<file path="config.mk">
export PLATFORM = sky130hd
export DESIGN_NAME = ppsu_queue
export DESIGN_NICKNAME = d
export VERILOG_FILES = /design/src/hdl/progressive_photon_stat_update_unit_assert.svh /design/src/hdl/ppsu_pkg.sv /design/src/hdl/ppsu_queue.sv
export SDC_FILE = /design/constraint.sdc
export NUM_CORES = 1
export LEC_CHECK = 0
export BUFFER_PORTS_ARGS = -buffer_cell sky130_fd_sc_hd__buf_2
export CAP_MARGIN = 15
export CORE_MARGIN = 1
export CORE_UTILIZATION = 55
export CTS_CLUSTER_DIAMETER = 40
export CTS_CLUSTER_SIZE = 40
export DETAILED_ROUTE_END_ITERATION = 6
export PLACE_DENSITY_LB_ADDON = 0.08
export SLEW_MARGIN = 20
export SYNTH_ARGS = -nofsm -noshare
export SYNTH_HDL_FRONTEND = slang
export SYNTH_SLANG_ARGS = --single-unit
</file>
<file path="constraint.sdc">
create_clock -name clk -period 7.8 [get_ports clk]
set_clock_uncertainty 0.15 [all_clocks]
set_input_delay 0.78 -clock clk [delete_from_list [all_inputs] [get_ports clk]]
set_output_delay 0.78 -clock clk [all_outputs]
set_load 0.02 [all_outputs]
</file>
<file path="src/hdl/progressive_photon_stat_update_unit_assert.svh">
// ----------------------------------------------------------------------------
// Progressive photon statistic update: assertion macros
// Concurrent assertion wrappers. Define ASSERT_OFF to compile them away.
// ----------------------------------------------------------------------------
`ifndef PROGRESSIVE_PHOTON_STAT_UPDATE_UNIT_ASSERT_SVH
`define PROGRESSIVE_PHOTON_STAT_UPDATE_UNIT_ASSERT_SVH

`ifndef ASSERT_OFF
// A property that must hold at every clock edge outside reset.
`define PPSU_ASSERT(label, clk, rst, prop) \
  label: assert property (@(posedge clk) disable iff (rst) (prop)) \
    else $error("ppsu assertion failed");
// An implication that must hold at every clock edge outside reset.
`define PPSU_ASSERT_IMPL(label, clk, rst, ante, cons) \
  label: assert property (@(posedge clk) disable iff (rst) (ante) |-> (cons)) \
    else $error("ppsu implication failed");
`else
`define PPSU_ASSERT(label, clk, rst, prop)
`define PPSU_ASSERT_IMPL(label, clk, rst, ante, cons)
`endif

`endif

</file>
<file path="src/hdl/ppsu_pkg.sv">
// ----------------------------------------------------------------------------
// Progressive photon statistic update: package
// Shared types, constants and register codes.
// ----------------------------------------------------------------------------
`default_nettype none

package ppsu_pkg;

  // Number of gather points held in the statistics memory.
  localparam int POINTS   = 65536;
  localparam int POINT_AW = $clog2(POINTS);

  // Width of one statistics memory word: radius, count and three flux sums.
  localparam int MEM_W = 168;

  // Depth of the queue between front and back.
  localparam int QDEPTH = 4;
  localparam int QAW    = $clog2(QDEPTH);

  // pi in Q2.30, rounded.
  localparam logic [31:0] PI_Q30 = 32'd3373259426;

  // Register indexes of the configuration port.
  localparam logic [1:0] CFG_ALPHA          = 2'd0;
  localparam logic [1:0] CFG_INITIAL_RADIUS = 2'd1;
  localparam logic [1:0] CFG_TOTAL_EMITTED  = 2'd2;

  typedef logic [POINT_AW-1:0] paddr_t;

  typedef enum logic {
    KIND_UPDATE,
    KIND_BACKGROUND
  } kind_t;

  typedef struct packed {
    logic [15:0] alpha;
    logic [31:0] initial_radius;
    logic [47:0] total_emitted;
  } cfg_t;

  typedef struct packed {
    kind_t             kind;
    logic              first_pass;
    logic [15:0]       point_index;
    logic [23:0]       photons_found;
    logic [2:0][31:0]  flux;
    logic [2:0][31:0]  emission;
  } item_t;

  // Queue status seen by the back end.
  typedef struct packed {
    logic empty;
    logic full;
  } qstat_t;

endpackage

`default_nettype wire

</file>
<file path="src/hdl/ppsu_queue.sv">
// ----------------------------------------------------------------------------
// Progressive photon statistic update: item queue
// Small FIFO that decouples the front end from the back end.
// ----------------------------------------------------------------------------
`default_nettype none

module ppsu_queue import ppsu_pkg::*; (
  input  wire logic  clk,
  input  wire logic  rst,
  input  wire logic  push,
  input  wire item_t push_item,
  input  wire logic  pop,
  output item_t      head,
  output qstat_t     stat
);

  item_t            slots [QDEPTH];
  logic [QAW-1:0]   wr_ptr;
  logic [QAW-1:0]   rd_ptr;
  logic [QAW:0]     count;

  assign head       = slots[rd_ptr];
  assign stat.empty = (count == '0);
  assign stat.full  = (count == (QAW+1)'(QDEPTH));

  // Storage write.
  always_ff @(posedge clk) begin
    if (push) begin
      slots[wr_ptr] <= push_item;
    end
  end

  // Pointers and fill count.
  always_ff @(posedge clk) begin
    if (rst) begin
      wr_ptr <= '0;
      rd_ptr <= '0;
      count  <= '0;
    end else begin
      if (push) begin
        wr_ptr <= wr_ptr + 1'b1;
      end
      if (pop) begin
        rd_ptr <= rd_ptr + 1'b1;
      end
      if (push && !pop) begin
        count <= count + 1'b1;
      end else if (pop && !push) begin
        count <= count - 1'b1;
      end
    end
  end

endmodule

`default_nettype wire

</file>
==> reports/qor.log <==
qor: clock_tree.clock_latency 650 ps
qor: power_and_ir_drop.max-vdd-ir-drop 0.199 mV
qor: cells_and_area.most-common-layout-cells sky130_fd_sc_hd__edfxtp_1 (936), sky130_fd_sc_hd__buf_2 (473), sky130_fd_sc_hd__mux4_2 (234), sky130_fd_sc_hd__clkbuf_16 (113), sky130_fd_sc_hd__inv_6 (20)
qor: drt.antenna_left 0
qor: synthesis.netlist-cell-type-count 21
qor: cells_and_area.final_standard_cell_count_with_taps_included_and_fillers_excluded 2762
qor: synthesis.synth_cells 1266
qor: drt.route.vias.total 15300
qor: clock_tree.number_of_buffers_created_by_cts 112
qor: clock_tree.post_cts_resized 0
qor: clock_tree.cts_tree built
qor: critical_path.crit_path_top_delay_cell sky130_fd_sc_hd__dfxtp_4
qor: placed_design.hpwlAfterDp 39300 um
qor: timing.timing_worst_slew_pin_value 1040 ps
qor: critical_path.r2r_setup_slack 5000 ps
qor: cells_and_area.seq_area 28300 um^2
qor: cells_and_area.postLayoutCoreUtil 66.9%
qor: critical_path.cpPeakStageDelay 790 ps
qor: global_routing.number_of_antenna_violations_at_the_first_check_in_global_routing 32
qor: critical_path.worst_path_dominant_cell_family buffers and inverters
qor: synthesis.seq_area_frac_synth 82.8%
qor: timing.setup_repair_after_global_routing_missed_its_margin no
qor: timing.hold_viol_final 0
qor: synthesis.mapped_area 34200 um^2
qor: floorplanning.floorplan.initialDensity 55.5%
qor: critical_path.cp_data_required_time 6870 ps
qor: floorplanning.die-width 251 um
qor: cells_and_area.layout.cells.most_common sky130_fd_sc_hd__edfxtp_1
qor: clock_tree.path_clk_slew 60 ps
qor: timing.setup_violations 0
qor: synthesis.synthDominantCellAreaShare 82.2%
qor: critical_path.crit_type reg -> out
qor: floorplanning.die_footprint 63100 um^2
qor: worst_hold_path.hp-class in -> reg
qor: global_routing.grtUsageTotal 21.3%
qor: cells_and_area.fin_area 41200 um^2
qor: floorplanning.io-pin-count 474
qor: cells_and_area.filler_cell_count 3952
qor: job.cap_violations 0
qor: critical_path.worst_ep_arrival_time 3100 ps
qor: drt.total_detailed_routing_wirelength 66800 um
qor: timing.slew-limit-headroom 30.7%
qor: timing.tns 0 ps
qor: critical_path.cp-start-kind flop
qor: synthesis.synth_seq_cells 945
qor: clock_tree.htreeDepth 3
qor: clock_tree.root_buf_cell sky130_fd_sc_hd__clkbuf_16
qor: drt.number_of_vias_per_cell_after_detailed_routing 5.54
qor: global_routing.grt_max_degree 135
qor: clock_tree.postCtsSetupBuffers 0
qor: synthesis.synthesis.area_per_instance 27.0 um^2
qor: floorplanning.fp.coreArea 61600 um^2
qor: clock_tree.maximum_buffer_depth_of_the_clock_tree 3
qor: drt.firstDrtPassIters 4
qor: synthesis.post-synth-top-area-cell sky130_fd_sc_hd__edfxtp_1
qor: timing.final.min_clock_period 4030 ps
qor: global_routing.vias_in_the_first_global_route 16200
qor: cells_and_area.syn_to_final_growth 20.6%
qor: floorplanning.rows 91
qor: cells_and_area.multi_input_area 5510 um^2
qor: power_and_ir_drop.power.leakage 0.0138 uW
qor: run_status.outcome complete, no violations
qor: clock_tree.cts.hold.buffers_added 0
qor: power_and_ir_drop.powerDensity 295 nW/um^2
qor: drt.initialDrtViolationCount 870
qor: clock_tree.sink_count_of_the_clock_tree 945
qor: timing.highest_attainable_clock_frequency 0.248 GHz
qor: drt.post_drt_wl_per_cell 24.2 um
qor: drt.drt_drc_violations_left 0
qor: cells_and_area.nets 2057
qor: critical_path.path_buf_inv 2
qor: synthesis.netlist_top_cells_area sky130_fd_sc_hd__edfxtp_1 (82%), sky130_fd_sc_hd__mux4_2 (15%), sky130_fd_sc_hd__buf_6 (0.63%), sky130_fd_sc_hd__dfxtp_1 (0.53%), sky130_fd_sc_hd__buf_2 (0.38%)
qor: timing.slew_viol_final 0
qor: placed_design.placedCellCount 2536
qor: floorplanning.die_height 251 um
qor: placed_design.gpl.final_weighted_congestion 0.756
qor: timing.period_share 51.7%
qor: critical_path.timing.critical_path.to_type output port
qor: cells_and_area.layout-drive-gt1-share 48.3%
qor: synthesis.yosysWarnings 0
qor: placed_design.placed_area 37400 um^2
qor: synthesis.synthesized_net_count 1510
qor: critical_path.worstPathCellList buf_12 -> mux4_2 -> buf_2
qor: global_routing.grt_pass1_wl 98800 um
qor: placed_design.port_buffers 473
qor: global_routing.grt_remaining_overflow 0
qor: critical_path.worstPathMaxFanout 112
## power by group
part           internal [uW]  switching [uW]  total, uW  leakage, uW
clock network           2950            2120       5070      0.00180
registers               5840            66.8       5910      0.00867
logic                    462             722       1180      0.00336
## through the flow
stage	total power, uW	setup slack [ps]	hold WS [ps]
floorplan	6810	951	316
global placement	7200	4300	328
detailed placement	7220	4330	357
CTS	12300	3610	144
global route	12600	3470	164
finish	12200	3770	192
## cells in the mapped netlist
master,number
sky130_fd_sc_hd__ha_1,5
sky130_fd_sc_hd__nor3b_1,1
sky130_fd_sc_hd__mux4_2,234
sky130_fd_sc_hd__inv_1,4
sky130_fd_sc_hd__edfxtp_1,936
sky130_fd_sc_hd__xor2_1,3
sky130_fd_sc_hd__buf_2,26
sky130_fd_sc_hd__nor2_1,7
sky130_fd_sc_hd__dfxtp_1,9
sky130_fd_sc_hd__clkbuf_1,7
sky130_fd_sc_hd__mux2i_1,2
sky130_fd_sc_hd__a21oi_1,1
sky130_fd_sc_hd__nor3_1,1
sky130_fd_sc_hd__or3_1,1
sky130_fd_sc_hd__nand2_1,1
sky130_fd_sc_hd__xnor2_1,2
sky130_fd_sc_hd__fa_1,1
sky130_fd_sc_hd__and2_1,4
sky130_fd_sc_hd__o21ai_0,1
sky130_fd_sc_hd__buf_1,1
sky130_fd_sc_hd__buf_6,19
## routing by layer
layer / part of all wire, % / track usage [%] / vias up
li1: - / - / 6679
met4: 2.4 / 7.93 / 34
met3: 9.1 / 8.23 / 120
met2: 50 / 33.8 / 451
met1: 38 / 27.0 / 8014
met5: 0.33 / 0 / -
## logic make-up after synthesis
group | count (synthesis) | share of synthesized area [%]
mux | 236 | 15.5
simple gates | 15 | 0.216
xor+xnor | 5 | 0.128
compound gates | 2 | 0.0293
fa+ha+maj | 6 | 0.242
flops | 945 | 82.8
buf+inv | 57 | 1.14
## area by class of cell
class	count	area share [%]
tap	837	2.54
timing repair buffer	486	6.19
multi-input combinational	264	13.4
clock inverter	90	2.08
sequential	945	68.7
clock buffer	121	7.01
antenna	15	0.0911
inverter	4	0.0364
## state kept, by name (all words and copies together), names as in the netlist, named ones only
register  flops
count         3
rd_ptr        2
slots       936
wr_ptr        2
## worst register-to-register path, cell delays in order, from the launching register on
cell and delay (ps):
sky130_fd_sc_hd__dfxtp_1 340, sky130_fd_sc_hd__inv_1 90, sky130_fd_sc_hd__ha_1 170, sky130_fd_sc_hd__and2_4 430, sky130_fd_sc_hd__buf_4 610, sky130_fd_sc_hd__buf_4 610
## final timing paths
kind	from	endpoint	cells past startpoint
max	flop	head[99]	3
min reg2reg	rd_ptr[1]	rd_ptr[1]	2
min	push_item[2]	slots[3][2]	1
max reg2reg	wr_ptr[0]	slots[0][184]	5
Note: power is estimated with default switching activity, not from simulation.
