`src/hdl/progressive_photon_stat_update_unit_assert.svh`:
```
// ----------------------------------------------------------------------------
// Progressive photon statistic update: assertion macros
// Concurrent assertion wrappers. Define ASSERT_OFF to compile them away.
// ----------------------------------------------------------------------------
`ifndef PROGRESSIVE_PHOTON_STAT_UPDATE_UNIT_ASSERT_SVH
`define PROGRESSIVE_PHOTON_STAT_UPDATE_UNIT_ASSERT_SVH

`ifndef ASSERT_OFF
// A property that must hold at every clock edge outside reset.
`define PPSU_ASSERT(label, clk, rst, prop) \
  label: assert property (@(posedge clk) disable iff (rst) (prop)) \
    else $error("ppsu assertion failed");
// An implication that must hold at every clock edge outside reset.
`define PPSU_ASSERT_IMPL(label, clk, rst, ante, cons) \
  label: assert property (@(posedge clk) disable iff (rst) (ante) |-> (cons)) \
    else $error("ppsu implication failed");
`else
`define PPSU_ASSERT(label, clk, rst, prop)
`define PPSU_ASSERT_IMPL(label, clk, rst, ante, cons)
`endif

`endif

```
`src/hdl/ppsu_pkg.sv`:
```
// ----------------------------------------------------------------------------
// Progressive photon statistic update: package
// Shared types, constants and register codes.
// ----------------------------------------------------------------------------
`default_nettype none

package ppsu_pkg;

  // Number of gather points held in the statistics memory.
  localparam int POINTS   = 65536;
  localparam int POINT_AW = $clog2(POINTS);

  // Width of one statistics memory word: radius, count and three flux sums.
  localparam int MEM_W = 168;

  // Depth of the queue between front and back.
  localparam int QDEPTH = 4;
  localparam int QAW    = $clog2(QDEPTH);

  // pi in Q2.30, rounded.
  localparam logic [31:0] PI_Q30 = 32'd3373259426;

  // Register indexes of the configuration port.
  localparam logic [1:0] CFG_ALPHA          = 2'd0;
  localparam logic [1:0] CFG_INITIAL_RADIUS = 2'd1;
  localparam logic [1:0] CFG_TOTAL_EMITTED  = 2'd2;

  typedef logic [POINT_AW-1:0] paddr_t;

  typedef enum logic {
    KIND_UPDATE,
    KIND_BACKGROUND
  } kind_t;

  typedef struct packed {
    logic [15:0] alpha;
    logic [31:0] initial_radius;
    logic [47:0] total_emitted;
  } cfg_t;

  typedef struct packed {
    kind_t             kind;
    logic              first_pass;
    logic [15:0]       point_index;
    logic [23:0]       photons_found;
    logic [2:0][31:0]  flux;
    logic [2:0][31:0]  emission;
  } item_t;

  // Queue status seen by the back end.
  typedef struct packed {
    logic empty;
    logic full;
  } qstat_t;

endpackage

`default_nettype wire

```
`src/hdl/ppsu_front.sv`:
```
// ----------------------------------------------------------------------------
// Progressive photon statistic update: front end
// Holds the configuration registers and classifies incoming items.
// ----------------------------------------------------------------------------
`default_nettype none

module ppsu_front import ppsu_pkg::*; (
  input  wire logic        clk,
  input  wire logic        rst,
  input  wire logic        start,
  input  wire logic        q_full,
  input  wire logic [15:0] point_index,
  input  wire logic        first_pass,
  input  wire logic        background,
  input  wire logic [23:0] photons_found,
  input  wire logic [31:0] flux_red,
  input  wire logic [31:0] flux_green,
  input  wire logic [31:0] flux_blue,
  input  wire logic [31:0] emission_red,
  input  wire logic [31:0] emission_green,
  input  wire logic [31:0] emission_blue,
  input  wire logic        cfg_valid,
  input  wire logic [1:0]  cfg_index,
  input  wire logic [47:0] cfg_data,
  output logic             cfg_ready,
  output cfg_t             cfg,
  output logic             push,
  output item_t            push_item
);

  // Configuration writes are always taken.
  assign cfg_ready = 1'b1;

  // Configuration register file.
  always_ff @(posedge clk) begin
    if (rst) begin
      cfg.alpha          <= 16'd45875;
      cfg.initial_radius <= 32'd65536;
      cfg.total_emitted  <= 48'd0;
    end else if (cfg_valid) begin
      unique case (cfg_index)
        CFG_ALPHA:          cfg.alpha          <= cfg_data[15:0];
        CFG_INITIAL_RADIUS: cfg.initial_radius <= cfg_data[31:0];
        CFG_TOTAL_EMITTED:  cfg.total_emitted  <= cfg_data;
        default: ;
      endcase
    end
  end

  // Accept and classify an item.
  assign push = start && !q_full;

  always_comb begin
    push_item.kind          = background ? KIND_BACKGROUND : KIND_UPDATE;
    push_item.first_pass    = first_pass;
    push_item.point_index   = point_index;
    push_item.photons_found = photons_found;
    push_item.flux          = {flux_blue, flux_green, flux_red};
    push_item.emission      = {emission_blue, emission_green, emission_red};
  end

endmodule

`default_nettype wire

```
`config.mk`:
```
export PLATFORM = sky130hd
export DESIGN_NAME = ppsu_front
export DESIGN_NICKNAME = d
export VERILOG_FILES = /design/src/hdl/progressive_photon_stat_update_unit_assert.svh /design/src/hdl/ppsu_pkg.sv /design/src/hdl/ppsu_front.sv
export SDC_FILE = /design/constraint.sdc
export NUM_CORES = 1
export LEC_CHECK = 0
export BUFFER_PORTS_ARGS = -buffer_cell sky130_fd_sc_hd__buf_2
export CAP_MARGIN = 20
export CORE_AREA = 2 2 244 246
export CTS_BUF_LIST = sky130_fd_sc_hd__clkbuf_2
export DETAILED_ROUTE_END_ITERATION = 10
export DIE_AREA = 0 0 246 248
export PLACE_DENSITY = 0.3
export SLEW_MARGIN = 0
export SYNTH_ARGS = -nofsm -noshare
export SYNTH_HDL_FRONTEND = slang
export SYNTH_SLANG_ARGS = --single-unit
```
`constraint.sdc`:
```
create_clock -name clk -period 2.9 [get_ports clk]
set_clock_uncertainty 0.05 [all_clocks]
set_input_delay 0.58 -clock clk [delete_from_list [all_inputs] [get_ports clk]]
set_output_delay 0.58 -clock clk [all_outputs]
set_load 0.005 [all_outputs]
```
==> results of run 1 <==
-- cell type report --
type	instances	area (µm²)
clock inverters	7	77.6
diodes	1	2.50
flip-flops and latches	96	1920
well taps	773	967
repair buffers	206	1320
fillers	6754	52200
clock buffers	9	45.0
multi-input cells	258	1950
-- power by group through the flow --
stage | Clock [mW] | Combinational [mW] | Sequential [mW]
floorplan | 0 | 0.415 | 1.42
global placement | 0 | 0.307 | 1.42
detailed placement | 0 | 0.308 | 1.42
CTS | 0.901 | 0.360 | 1.40
global route | 0.929 | 0.386 | 1.41
finish | 0.788 | 0.345 | 1.40
-- per-layer routing --
| metal | routed length, µm | vias up |
|---|---|---|
| met5 | 0 | - |
| met4 | 1270 | 0 |
| met3 | 2850 | 110 |
| met2 | 9030 | 256 |
| met1 | 7120 | 1530 |
| li1 | - | 1614 |
-- synth_stat cells --
library cell               number
sky130_fd_sc_hd__or3b_1         1
sky130_fd_sc_hd__buf_4        241
sky130_fd_sc_hd__nand2b_1     134
sky130_fd_sc_hd__nor2_1        20
sky130_fd_sc_hd__nor3b_2        1
sky130_fd_sc_hd__dfxtp_1       96
sky130_fd_sc_hd__nand3b_1       2
sky130_fd_sc_hd__mux2i_1       96
sky130_fd_sc_hd__clkbuf_1      13
sky130_fd_sc_hd__buf_2          5
sky130_fd_sc_hd__conb_1         1
sky130_fd_sc_hd__and3b_1        2
sky130_fd_sc_hd__nor2b_1        1
sky130_fd_sc_hd__buf_6          3
-- repair_timing --
item | in CTS | in global routing
hold buffers | 48 | 0
endpoints found under the hold margin | 95 | 0
endpoints found under the setup margin | 0 | 0
-- worst register-to-register path, delay by kind of cell (launching register included) --
| family | cells | cell delay, ns |
|---|---|---|
| AND/OR/NAND/NOR | 1 | 0.07 |
| flip-flops | 1 | 0.45 |
| multiplexers | 1 | 0.12 |
-- kinds of logic (layout without fill, tap and decap cells) --
kind of cell	after synthesis	count (layout)
buffers and inverters	262	222
flip-flops	96	96
multiplexers	96	96
other	1	2
AND/OR/NAND/NOR	161	161
-- path summary, 6_finish.rpt --
path / depth (start not counted) / from / to / slack [ns]
hold reg to reg: 2 / cfg[31] / cfg[31] / 0.44
setup reg to reg: 2 / cfg[29] / cfg[29] / 2.18
hold / removal: 3 / rst / cfg[74] / 0.18
setup / recovery: 1 / cfg[87] / cfg[87] / 0.93
==> results_dict.tcl, run 1 <==
set metrics [dict create \
    hold_ws_ns 0.182 \
    wirelength_um 20300 \
    route.vias.total 3510 \
    syn-instance-count 616 \
    layout_commonest_cell "sky130_fd_sc_hd__buf_2" \
    top_regs "cfg: 96 flops" \
    power_mw 2.53 \
    top_register "cfg" \
    clock_insertion_delay_worst_skew_ns 0.73 \
    rows 89 \
    finalHoldViolCount 0 \
    post_layout_nonfiller_instances 1350 \
    design_area_mm2 0.00628 \
    clock_tree.root_cell "sky130_fd_sc_hd__clkbuf_2" \
    post-synth-top-area-cell "sky130_fd_sc_hd__dfxtp_1" \
    layout.nets 860 \
    route.detailed.drc 0 \
    cts_h_tree_depth 3 \
    slowest_delay_ns 0.40 \
    resized_after_cts 0 \
    switchingPower_uw 763 \
    setup-tns-final_ns 0 \
    power.internal_mw 1.77 \
    initial_utilization_pct 9.88 \
    setup_slack_ns 0.930 \
    synth_top_family_by_area "buffers and inverters" \
    setup_viol 0 \
    timing.critical_path.to_type "output pin" \
    use_met1_pct 6.05 \
    critical_path.top_delay_family "flip-flops" \
    max_freq_mhz 508 \
    cp_cell_sequence "buf_2" \
    syn2layout_area_growth_pct 8.64 \
    synth.avg_cell_area_um2 9.38 \
    power_density_mw_per_mm2 403 \
    area_fraction_in_compound_gates_after_synthesis_pct 0 \
    hp-class "input port to flip-flop" \
    synth.top_cell.area_share_pct 33.3 \
    tritoncts "yes" \
    placed_cells_incl_taps 1285 \
    grt_antenna_before_repair 1 \
    layout.core_utilization_pct 10.7 \
    syn_area_mm2 0.00578 \
    die_y_um 248 \
    cts_post_setup_buffers_inserted 0 \
    drive_above_1_share_pct 30.6 \
    ys_types 14 \
    final_min_period_ns 1.97 \
    hpwl_um 15200 \
    critical_path_required_ns 2.27 \
    maximum_number_of_pins_on_one_net_before_global_route_repair 72 \
    die-area_mm2 0.0610 \
    grt_pass1_vias 3536 \
    critical_path.startpoint_type "flip-flop" \
    path_clk_slew_ns 0.32 \
    static-leakage-power_nw 2.60 \
    synthXorXnorAreaFrac_pct 0 \
    dr.pass1.iters 4 \
    power.share.combinational_pct 13.6 \
    yosys_warnings 0 \
    via_per_inst 2.60 \
    worst-setup-path-type "flip-flop to output pin" \
    synth_sequential_area_ratio_pct 33.3 \
    maxSlewHeadroom_pct 52.3 \
    crit_path_max_fanout 2 \
    layout_worst_path_cycle_share_pct 67.9 \
    critical_path_buf_inv_count 1 \
    cts.sink_count 96 \
    route.antenna.remaining_nets 0 \
    rsz_0062_raised_after_global_routing "false" \
    route.detailed.wl_per_inst_um 15.0 \
    max-clock-path-buffers 2 \
    gr-max-usage-layer "met2" \
    ys_ff_latch 96 \
    grt_use_met2_pct 9.67 \
    max_cap_viols 0 \
    grt_overflow 0 \
    synth_simple_gate_area_share_pct 16.9 \
    globalplace.congestion 0.631 \
    floorplan.core_area_mm2 0.0585 \
    groute.layer.met3.usage_pct 4.55 \
    critical_path_arrival_ns 1.34 \
    worst_ir_drop_vdd_uv 154 \
    synth_top_cells_by_area "sky130_fd_sc_hd__dfxtp_1 (33%), sky130_fd_sc_hd__buf_4 (31%), sky130_fd_sc_hd__mux2i_1 (17%), sky130_fd_sc_hd__nand2b_1 (15%), sky130_fd_sc_hd__nor2_1 (1.3%)" \
    outcome "completed" \
    pwr-share-clk_pct 31.1 \
    boundaryPins 621 \
    grt_first_pass_wirelength_um 26600 \
    worst_pin_slew_ns 0.715 \
    postPlaceCellArea_mm2 0.00567 \
    timing.critical_path.slowest_stage_cell "sky130_fd_sc_hd__dfxtp_1" \
    synth-adder-area-share_pct 0 \
    power.switching_fraction_pct 30.1 \
    drt_first_iter_violations 90 \
    synth.net_count 905 \
    flip_flop_count_of_the_largest_register_after_layout 96 \
    timing.final.max_slew_violations 0 \
    pre_cts_ws_ns 0.998 \
    die-width_um 246 \
    layout_common_cells "sky130_fd_sc_hd__buf_2 (150), sky130_fd_sc_hd__nand2b_1 (134), sky130_fd_sc_hd__mux2i_1 (96), sky130_fd_sc_hd__dfxtp_1 (96), sky130_fd_sc_hd__dlygate4sd3_1 (48)" \
    gr-usage-all-layers_pct 6.43 \
    number_of_buffers_created_by_cts 9 \
    synthMuxAreaShare_pct 16.6 \
    port_buffers 151 \
    sequential_share_of_power_pct 55.2 \
]
Power figures use the tool's default switching activity.
==> run 2, diff against run 1 <==
--- a/config.mk
+++ b/config.mk
@@ -5,6 +5,7 @@
 export SDC_FILE = /design/constraint.sdc
 export NUM_CORES = 1
 export LEC_CHECK = 0
+export ABC_AREA = 1
 export BUFFER_PORTS_ARGS = -buffer_cell sky130_fd_sc_hd__buf_2
 export CAP_MARGIN = 20
 export CORE_AREA = 2 2 244 246
==> constraint.sdc (replaced) <==
create_clock -name clk -period 2.05 [get_ports clk]
set_clock_uncertainty 0.05 [all_clocks]
set_input_delay 0.41 -clock clk [delete_from_list [all_inputs] [get_ports clk]]
set_output_delay 0.41 -clock clk [all_outputs]
set_load 0.005 [all_outputs]
==> run 2 against run 1 <==
  * Sequential share of layout area increased by 0.088 points
  * Highest routed layer is now met5
  * First-iteration DRC count increased by 10%
  * Global-route usage increased by 0.88 points
  * Via count increased by 23%
  * Non-clock buffer count increased by 8
  * Flip-flop and latch count unchanged
  * Critical path depth unchanged
  * Combinational power increased by 77%
  * Count of clock-buffer cells in the layout unchanged
  * Design area about the same
  * Worst hold slack improved by 0.15 ns
  * Sequential power increased by 44%
==> results_dict.tcl, run 2 <==
set metrics [dict create \
    crit_path_max_fanout 2 \
    top_register "cfg" \
    max-clock-path-buffers 2 \
    rsz_0062_raised_after_global_routing "false" \
    clock_tree.root_cell "sky130_fd_sc_hd__clkbuf_2" \
    synthMostInstantiatedCell "sky130_fd_sc_hd__buf_4" \
    route.vias.total 4326 \
    syn2layout_area_growth_pct 10.8 \
    timing.hold.worst_path_depth 4 \
    static-leakage-power_nw 3.18 \
    synth.top_cell.area_share_pct 33.9 \
    drive_above_1_share_pct 23.5 \
    worstRegToRegCells 5 \
    power_density_mw_per_mm2 604 \
    top_regs "cfg: 96 flops" \
    yosys_warnings 0 \
    groute.layer.met3.usage_pct 4.57 \
    ys_types 15 \
    setup-tns-final_ns 0 \
    setup_slack_ns 0.231 \
    critical_path_required_ns 1.59 \
    worst_ir_drop_vdd_uv 211 \
    timing.critical_path.slowest_stage_cell "sky130_fd_sc_hd__dfxtp_2" \
    critical_path.reg2reg.endpoint "cfg[49]" \
    synth_edf_count 0 \
    synthTopCellsByCount "sky130_fd_sc_hd__buf_4 (241), sky130_fd_sc_hd__nand2_1 (176), sky130_fd_sc_hd__nor2_1 (167), sky130_fd_sc_hd__dfxtp_1 (96), sky130_fd_sc_hd__inv_1 (88)" \
    post-synth-top-area-cell "sky130_fd_sc_hd__dfxtp_1" \
    final_min_period_ns 1.82 \
    timing.critical_path.to_type "output pin" \
    num-fill-cells 6851 \
    max_cap_viols 0 \
    critical_path.startpoint_type "flip-flop" \
    initial_utilization_pct 9.69 \
    pre_cts_ws_ns 0.515 \
    design_area_mm2 0.00628 \
    syn-instance-count 832 \
    synth_top_cells_by_area "sky130_fd_sc_hd__dfxtp_1 (34%), sky130_fd_sc_hd__buf_4 (32%), sky130_fd_sc_hd__nand2_1 (12%), sky130_fd_sc_hd__nor2_1 (11%), sky130_fd_sc_hd__inv_1 (5.8%)" \
    hold_path_startpoint "cfg_data[40]" \
    dr.pass1.iters 4 \
    gr-max-usage-layer "met2" \
    drt_first_iter_violations 99 \
    finalHoldViolCount 0 \
    worst-setup-path-type "flip-flop to output pin" \
    path_clk_slew_ns 0.37 \
    hp-class "input port to flip-flop" \
    route.detailed.drc 0 \
    cp_cell_sequence "buf_2" \
    globalplace.congestion 0.633 \
    outcome "completed" \
    die-area_mm2 0.0610 \
    grt_overflow 0 \
    setup_viol 0 \
    die-width_um 246 \
    cts.sink_count 96 \
    flip_flop_count_of_the_largest_register_after_layout 96 \
    rows 89 \
    grt_pass1_vias 4246 \
    reg2reg_setup_slack_ns 0.80 \
    layout_common_cells "sky130_fd_sc_hd__nand2_1 (176), sky130_fd_sc_hd__nor2_1 (166), sky130_fd_sc_hd__buf_2 (151)" \
    ys_ff_latch 96 \
    route.antenna.remaining_nets 0 \
    grt_first_pass_wirelength_um 30600 \
    critical_path.top_delay_family "flip-flops" \
    cts_h_tree_depth 3 \
    timing.final.max_slew_violations 0 \
    tritoncts "yes" \
    clock_insertion_delay_worst_skew_ns 0.73 \
    synth.net_count 1121 \
    hpwl_um 17300 \
    layout_worst_path_cycle_share_pct 88.7 \
    port_buffers 151 \
    number_of_buffers_created_by_cts 9 \
    maximum_number_of_pins_on_one_net_before_global_route_repair 71 \
    synth.avg_cell_area_um2 6.81 \
    synth_sequential_area_ratio_pct 33.9 \
    max_freq_mhz 550 \
    die_y_um 248 \
    floorplan.core_area_mm2 0.0585 \
    postPlaceCellArea_mm2 0.00562 \
    critical_path_arrival_ns 1.36 \
    layout.nets 1080 \
    critical_path_buf_inv_count 1 \
    wirelength_um 22700 \
    boundaryPins 621 \
    hold_path_end "cfg[40]" \
    via_per_inst 2.76 \
    route.detailed.wl_per_inst_um 14.5 \
    share_of_async_settable_or_async_resettable_flops_after_synthesis_pct 0 \
    placed_cells_incl_taps 1500 \
    grt_antenna_before_repair 1 \
    grt_use_met2_pct 11.0 \
    critical_path.reg2reg.startpoint "cfg[49]" \
    syn_area_mm2 0.00567 \
    post_layout_nonfiller_instances 1570 \
    synthFlopType "sky130_fd_sc_hd__dfxtp_1" \
    layout_commonest_cell "sky130_fd_sc_hd__nand2_1" \
    gr-usage-all-layers_pct 7.30 \
    use_met1_pct 7.24 \
    slowest_delay_ns 0.41 \
]
-- run 2: cell count changes in the layout (fill, tap and decap cells not counted), sizes merged, moves of 7 or more --
cell and delta:
nand3 +28, nand2b -134, nand2 +176, mux2i -96, inv +90, a21oi +7
nor2 +147
-- run 2: cell families (layout without fill, tap and decap cells) --
group	Yosys count	in the layout	share of synthesized area, %
compound gates	7	7	0.618
buf+inv	356	320	39.9
other cells	1	2	0.0662
flops	96	96	33.9
simple gates	372	372	25.5
-- run 2: worst max-delay path by stage --
stage / from / endpoint / depth (start not counted)
after floorplan: cfg_valid / cfg[10] / 6
after global placement: cfg_valid / cfg[16] / 5
after detailed placement: cfg_valid / cfg[7] / 5
after CTS: cfg[80] / cfg[80] / 1
after global routing: cfg[91] / cfg[91] / 1
final: cfg[87] / cfg[87] / 1
-- run 2: timing repair --
item	4_1_cts	5_1_grt
gates resized for setup	3	2
endpoints found under the setup margin	3	2
hold endpoints to repair	96	0
buffers inserted	0	0
hold buffers	53	0
-- run 2: metrics by stage --
| stage | hold WS [ns] | power, mW | utilization, % |
|---|---|---|---|
| global placement | 0.411 | 2.61 | 9.61 |
| CTS | 0.144 | 3.98 | 10.7 |
| floorplan | 0.403 | 2.68 | - |
| detailed placement | 0.404 | 2.61 | 9.61 |
| global route | 0.194 | 4.11 | 10.7 |
| finish | 0.335 | 3.79 | 10.7 |
-- run 2: power breakdown --
group | switching (mW) | internal [mW]
sequential | 0.0495 | 1.97
combinational | 0.336 | 0.273
clock | 0.860 | 0.296
-- run 2: tightest hold or removal path: stages --
cell and delay, ns:
sky130_fd_sc_hd__dlygate4sd3_1 0.52, sky130_fd_sc_hd__buf_2 0.09, sky130_fd_sc_hd__nor2_1 0.03, sky130_fd_sc_hd__nor2_1 0.08
-- run 2: routing by layer --
layer	up-vias	part of all wire, %
li1	2100	-
met1	1856	37
met2	264	43
met3	104	13
met4	2	6.4
met5	-	0.19
-- run 2: layout make-up --
type,count,area (µm²),area share (%)
repair buffers,214,1410,22.5
multi-input cells,380,1510,24.0
clock inverters,7,78.8,1.26
flip-flops and latches,96,1930,30.7
well taps,773,967,15.4
clock buffers,9,45.0,0.717
diodes,1,2.50,0.0399
inverters,90,340,5.42
==> run 3, diff against run 2 <==
--- a/config.mk
+++ b/config.mk
@@ -6,7 +6,7 @@
 export NUM_CORES = 1
 export LEC_CHECK = 0
 export ABC_AREA = 1
-export BUFFER_PORTS_ARGS = -buffer_cell sky130_fd_sc_hd__buf_2
+export BUFFER_PORTS_ARGS = -buffer_cell sky130_fd_sc_hd__buf_4
 export CAP_MARGIN = 20
 export CORE_AREA = 2 2 244 246
 export CTS_BUF_LIST = sky130_fd_sc_hd__clkbuf_2
==> run 3 against run 2 <==
  * The run now ends with setup timing left
  * Via count is 0.76% lower
  * Register-to-register slack gained 0.02 ns
  * Global-route usage decreased by 0.11 points
  * Critical path depth grew 8
  * First-iteration DRC count up 13%
  * Critical path type is now input port to flip-flop
  * Highest routed layer unchanged
==> results_dict.tcl, run 3 (synthesis results as in run 2) <==
set metrics [dict create \
    number_of_buffers_created_by_cts 9 \
    power.switching_fraction_pct 31.1 \
    max-clock-path-buffers 2 \
    path_clk_slew_ns 0.33 \
    route.detailed.wl_per_inst_um 14.2 \
    timing.critical_path.to_type "flip-flop" \
    critical_path.startpoint_type "input port" \
    flip_flop_count_of_the_largest_register_after_layout 96 \
    multiInputGateArea_mm2 0.00151 \
    cts_h_tree_depth 3 \
    gr-usage-all-layers_pct 7.19 \
    layout.core_utilization_pct 11.5 \
    layout.nets 1086 \
    placed_cells_incl_taps 1500 \
    initial_utilization_pct 9.69 \
    layout_common_cells "sky130_fd_sc_hd__nand2_1 (176), sky130_fd_sc_hd__nor2_1 (165), sky130_fd_sc_hd__buf_4 (157)" \
    clock_insertion_delay_worst_skew_ns 0.72 \
    top_register "cfg" \
    slowest_delay_ns 0.56 \
    critical_path.top_delay_family "buffers and inverters" \
    critical_path_arrival_ns 2.78 \
    via_per_inst 2.72 \
    rows 89 \
    final_min_period_ns 2.14 \
    grt_pass1_vias 4104 \
    drive_above_1_share_pct 22.9 \
    timing.critical_path.from "cfg_index[1]" \
    power_density_mw_per_mm2 567 \
    die-width_um 246 \
    grt_overflow 0 \
    top_regs "cfg: 96 flops" \
    grt_antenna_before_repair 2 \
    ff_latch_area_mm2 0.00192 \
    post_layout_nonfiller_instances 1580 \
    power.internal_mw 2.62 \
    syn2layout_area_growth_pct 18.4 \
    maximum_number_of_pins_on_one_net_before_global_route_repair 45 \
    layout_commonest_cell "sky130_fd_sc_hd__nand2_1" \
    outcome "finished, violations left" \
    finalHoldViolCount 0 \
    globalplace.congestion 0.627 \
    port_buffers 151 \
    crit_path_max_fanout 39 \
    drt_first_iter_violations 112 \
    critical_path.reg2reg.startpoint "cfg[67]" \
    boundaryPins 621 \
    grt_first_pass_wirelength_um 30000 \
    critical_path_required_ns 2.69 \
    num-fill-cells 6816 \
    critical_path_buf_inv_count 6 \
    power_mw 3.81 \
    hpwl_um 17400 \
    route.vias.total 4293 \
    hold_path_startpoint "cfg_data[6]" \
    timing.final.max_slew_violations 0 \
    dr.pass1.iters 4 \
    floorplan.core_area_mm2 0.0585 \
    tritoncts "yes" \
    switchingPower_mw 1.19 \
    worst-setup-path-type "input port to flip-flop" \
    die_y_um 248 \
    max_freq_mhz 467 \
    pre_cts_ws_ns 0.536 \
    hold_ws_ns 0.363 \
    hp-class "input port to flip-flop" \
    wirelength_um 22400 \
    cts.sink_count 96 \
    worst_ir_drop_vdd_uv 187 \
    pwr-share-clk_pct 28.5 \
    setup_slack_ns -0.0926 \
    max_cap_viols 0 \
    critPathMostFrequentCell "sky130_fd_sc_hd__dlygate4sd3_1" \
    layout_worst_path_cycle_share_pct 105 \
    setup_viol 1 \
    die-area_mm2 0.0610 \
    power.share.combinational_pct 18.3 \
    failed_checks "setup timing" \
    route.detailed.drc 0 \
    route.antenna.remaining_nets 0 \
    static-leakage-power_nw 3.28 \
    sequential_share_of_power_pct 53.2 \
    clock_tree.root_cell "sky130_fd_sc_hd__clkbuf_2" \
    cp_cell_sequence "dlygate4sd3_1 -> buf_4 -> inv_1 -> nand3_4 -> buf_12 -> nor2_2 -> dlygate4sd3_1 -> nor2_1 -> dlygate4sd3_1" \
    timing.critical_path.slowest_stage_cell "sky130_fd_sc_hd__dlygate4sd3_1" \
]
-- run 3: cell types whose count changed in the layout (fill, tap and decap cells not counted), sizes merged --
cell         previous run  this run
dlygate4sd3            53        59
diode                   1         5
clkbuf                  9        11
clkinvlp                2         1
inv                    92        91
-- run 3: through the flow --
| stage | area [µm²] | setup TNS, ns |
|---|---|---|
| floorplan | 5670 | 0 |
| global placement | 5990 | 0 |
| detailed placement | 5990 | 0 |
| CTS | 6700 | 0 |
| global route | 6710 | -0.00315 |
| finish | 6710 | -0.0926 |
-- run 3: worst register-to-register path: stages (launching register included) --
cell,delay (ns)
sky130_fd_sc_hd__dfxtp_1,0.40
sky130_fd_sc_hd__inv_1,0.04
sky130_fd_sc_hd__nand2_1,0.05
sky130_fd_sc_hd__nand2_1,0.05
sky130_fd_sc_hd__nor2_1,0.08
sky130_fd_sc_hd__dlygate4sd3_1,0.54
-- run 3: timing repair --
item	in CTS	in global routing
endpoints found under the hold margin	96	0
hold buffers	59	0
resized for setup	1	1
setup buffers	0	0
gates cloned	0	0
endpoints found under the setup margin	1	1
-- run 3: layer usage --
layer  track usage [%]  share of wire [%]  routed length, µm
met1              7.16                 37               8400
met5             0.477               0.19                 43
met3              4.75                 13               2990
met2              10.6                 43               9560
met4              5.53                6.5               1450
-- run 3: area by class of cell --
class	count	area share, %
flip-flops and latches	96	28.7
repair buffers	220	27.6
multi-input cells	380	22.5
well taps	773	14.4
inverters	90	5.07
clock inverters	5	0.839
clock buffers	11	0.820
diodes	5	0.186
-- run 3: worst paths after layout --
check	endpoint	slack (ns)	cells past startpoint
worst max-delay path	cfg[67]	-0.09	9
worst min-delay path	cfg[6]	0.36	4
worst max register to register	cfg[67]	0.82	5
worst min register to register	cfg[64]	0.44	2
-- run 3: power by group through the flow --
stage | Clock [mW] | Sequential, mW | Combinational [mW]
finish | 1.09 | 2.03 | 0.695
global placement | 0 | 2.06 | 0.631
detailed placement | 0 | 2.06 | 0.630
floorplan | 0 | 2.06 | 0.618
global route | 1.29 | 2.04 | 0.794
CTS | 1.25 | 2.03 | 0.723
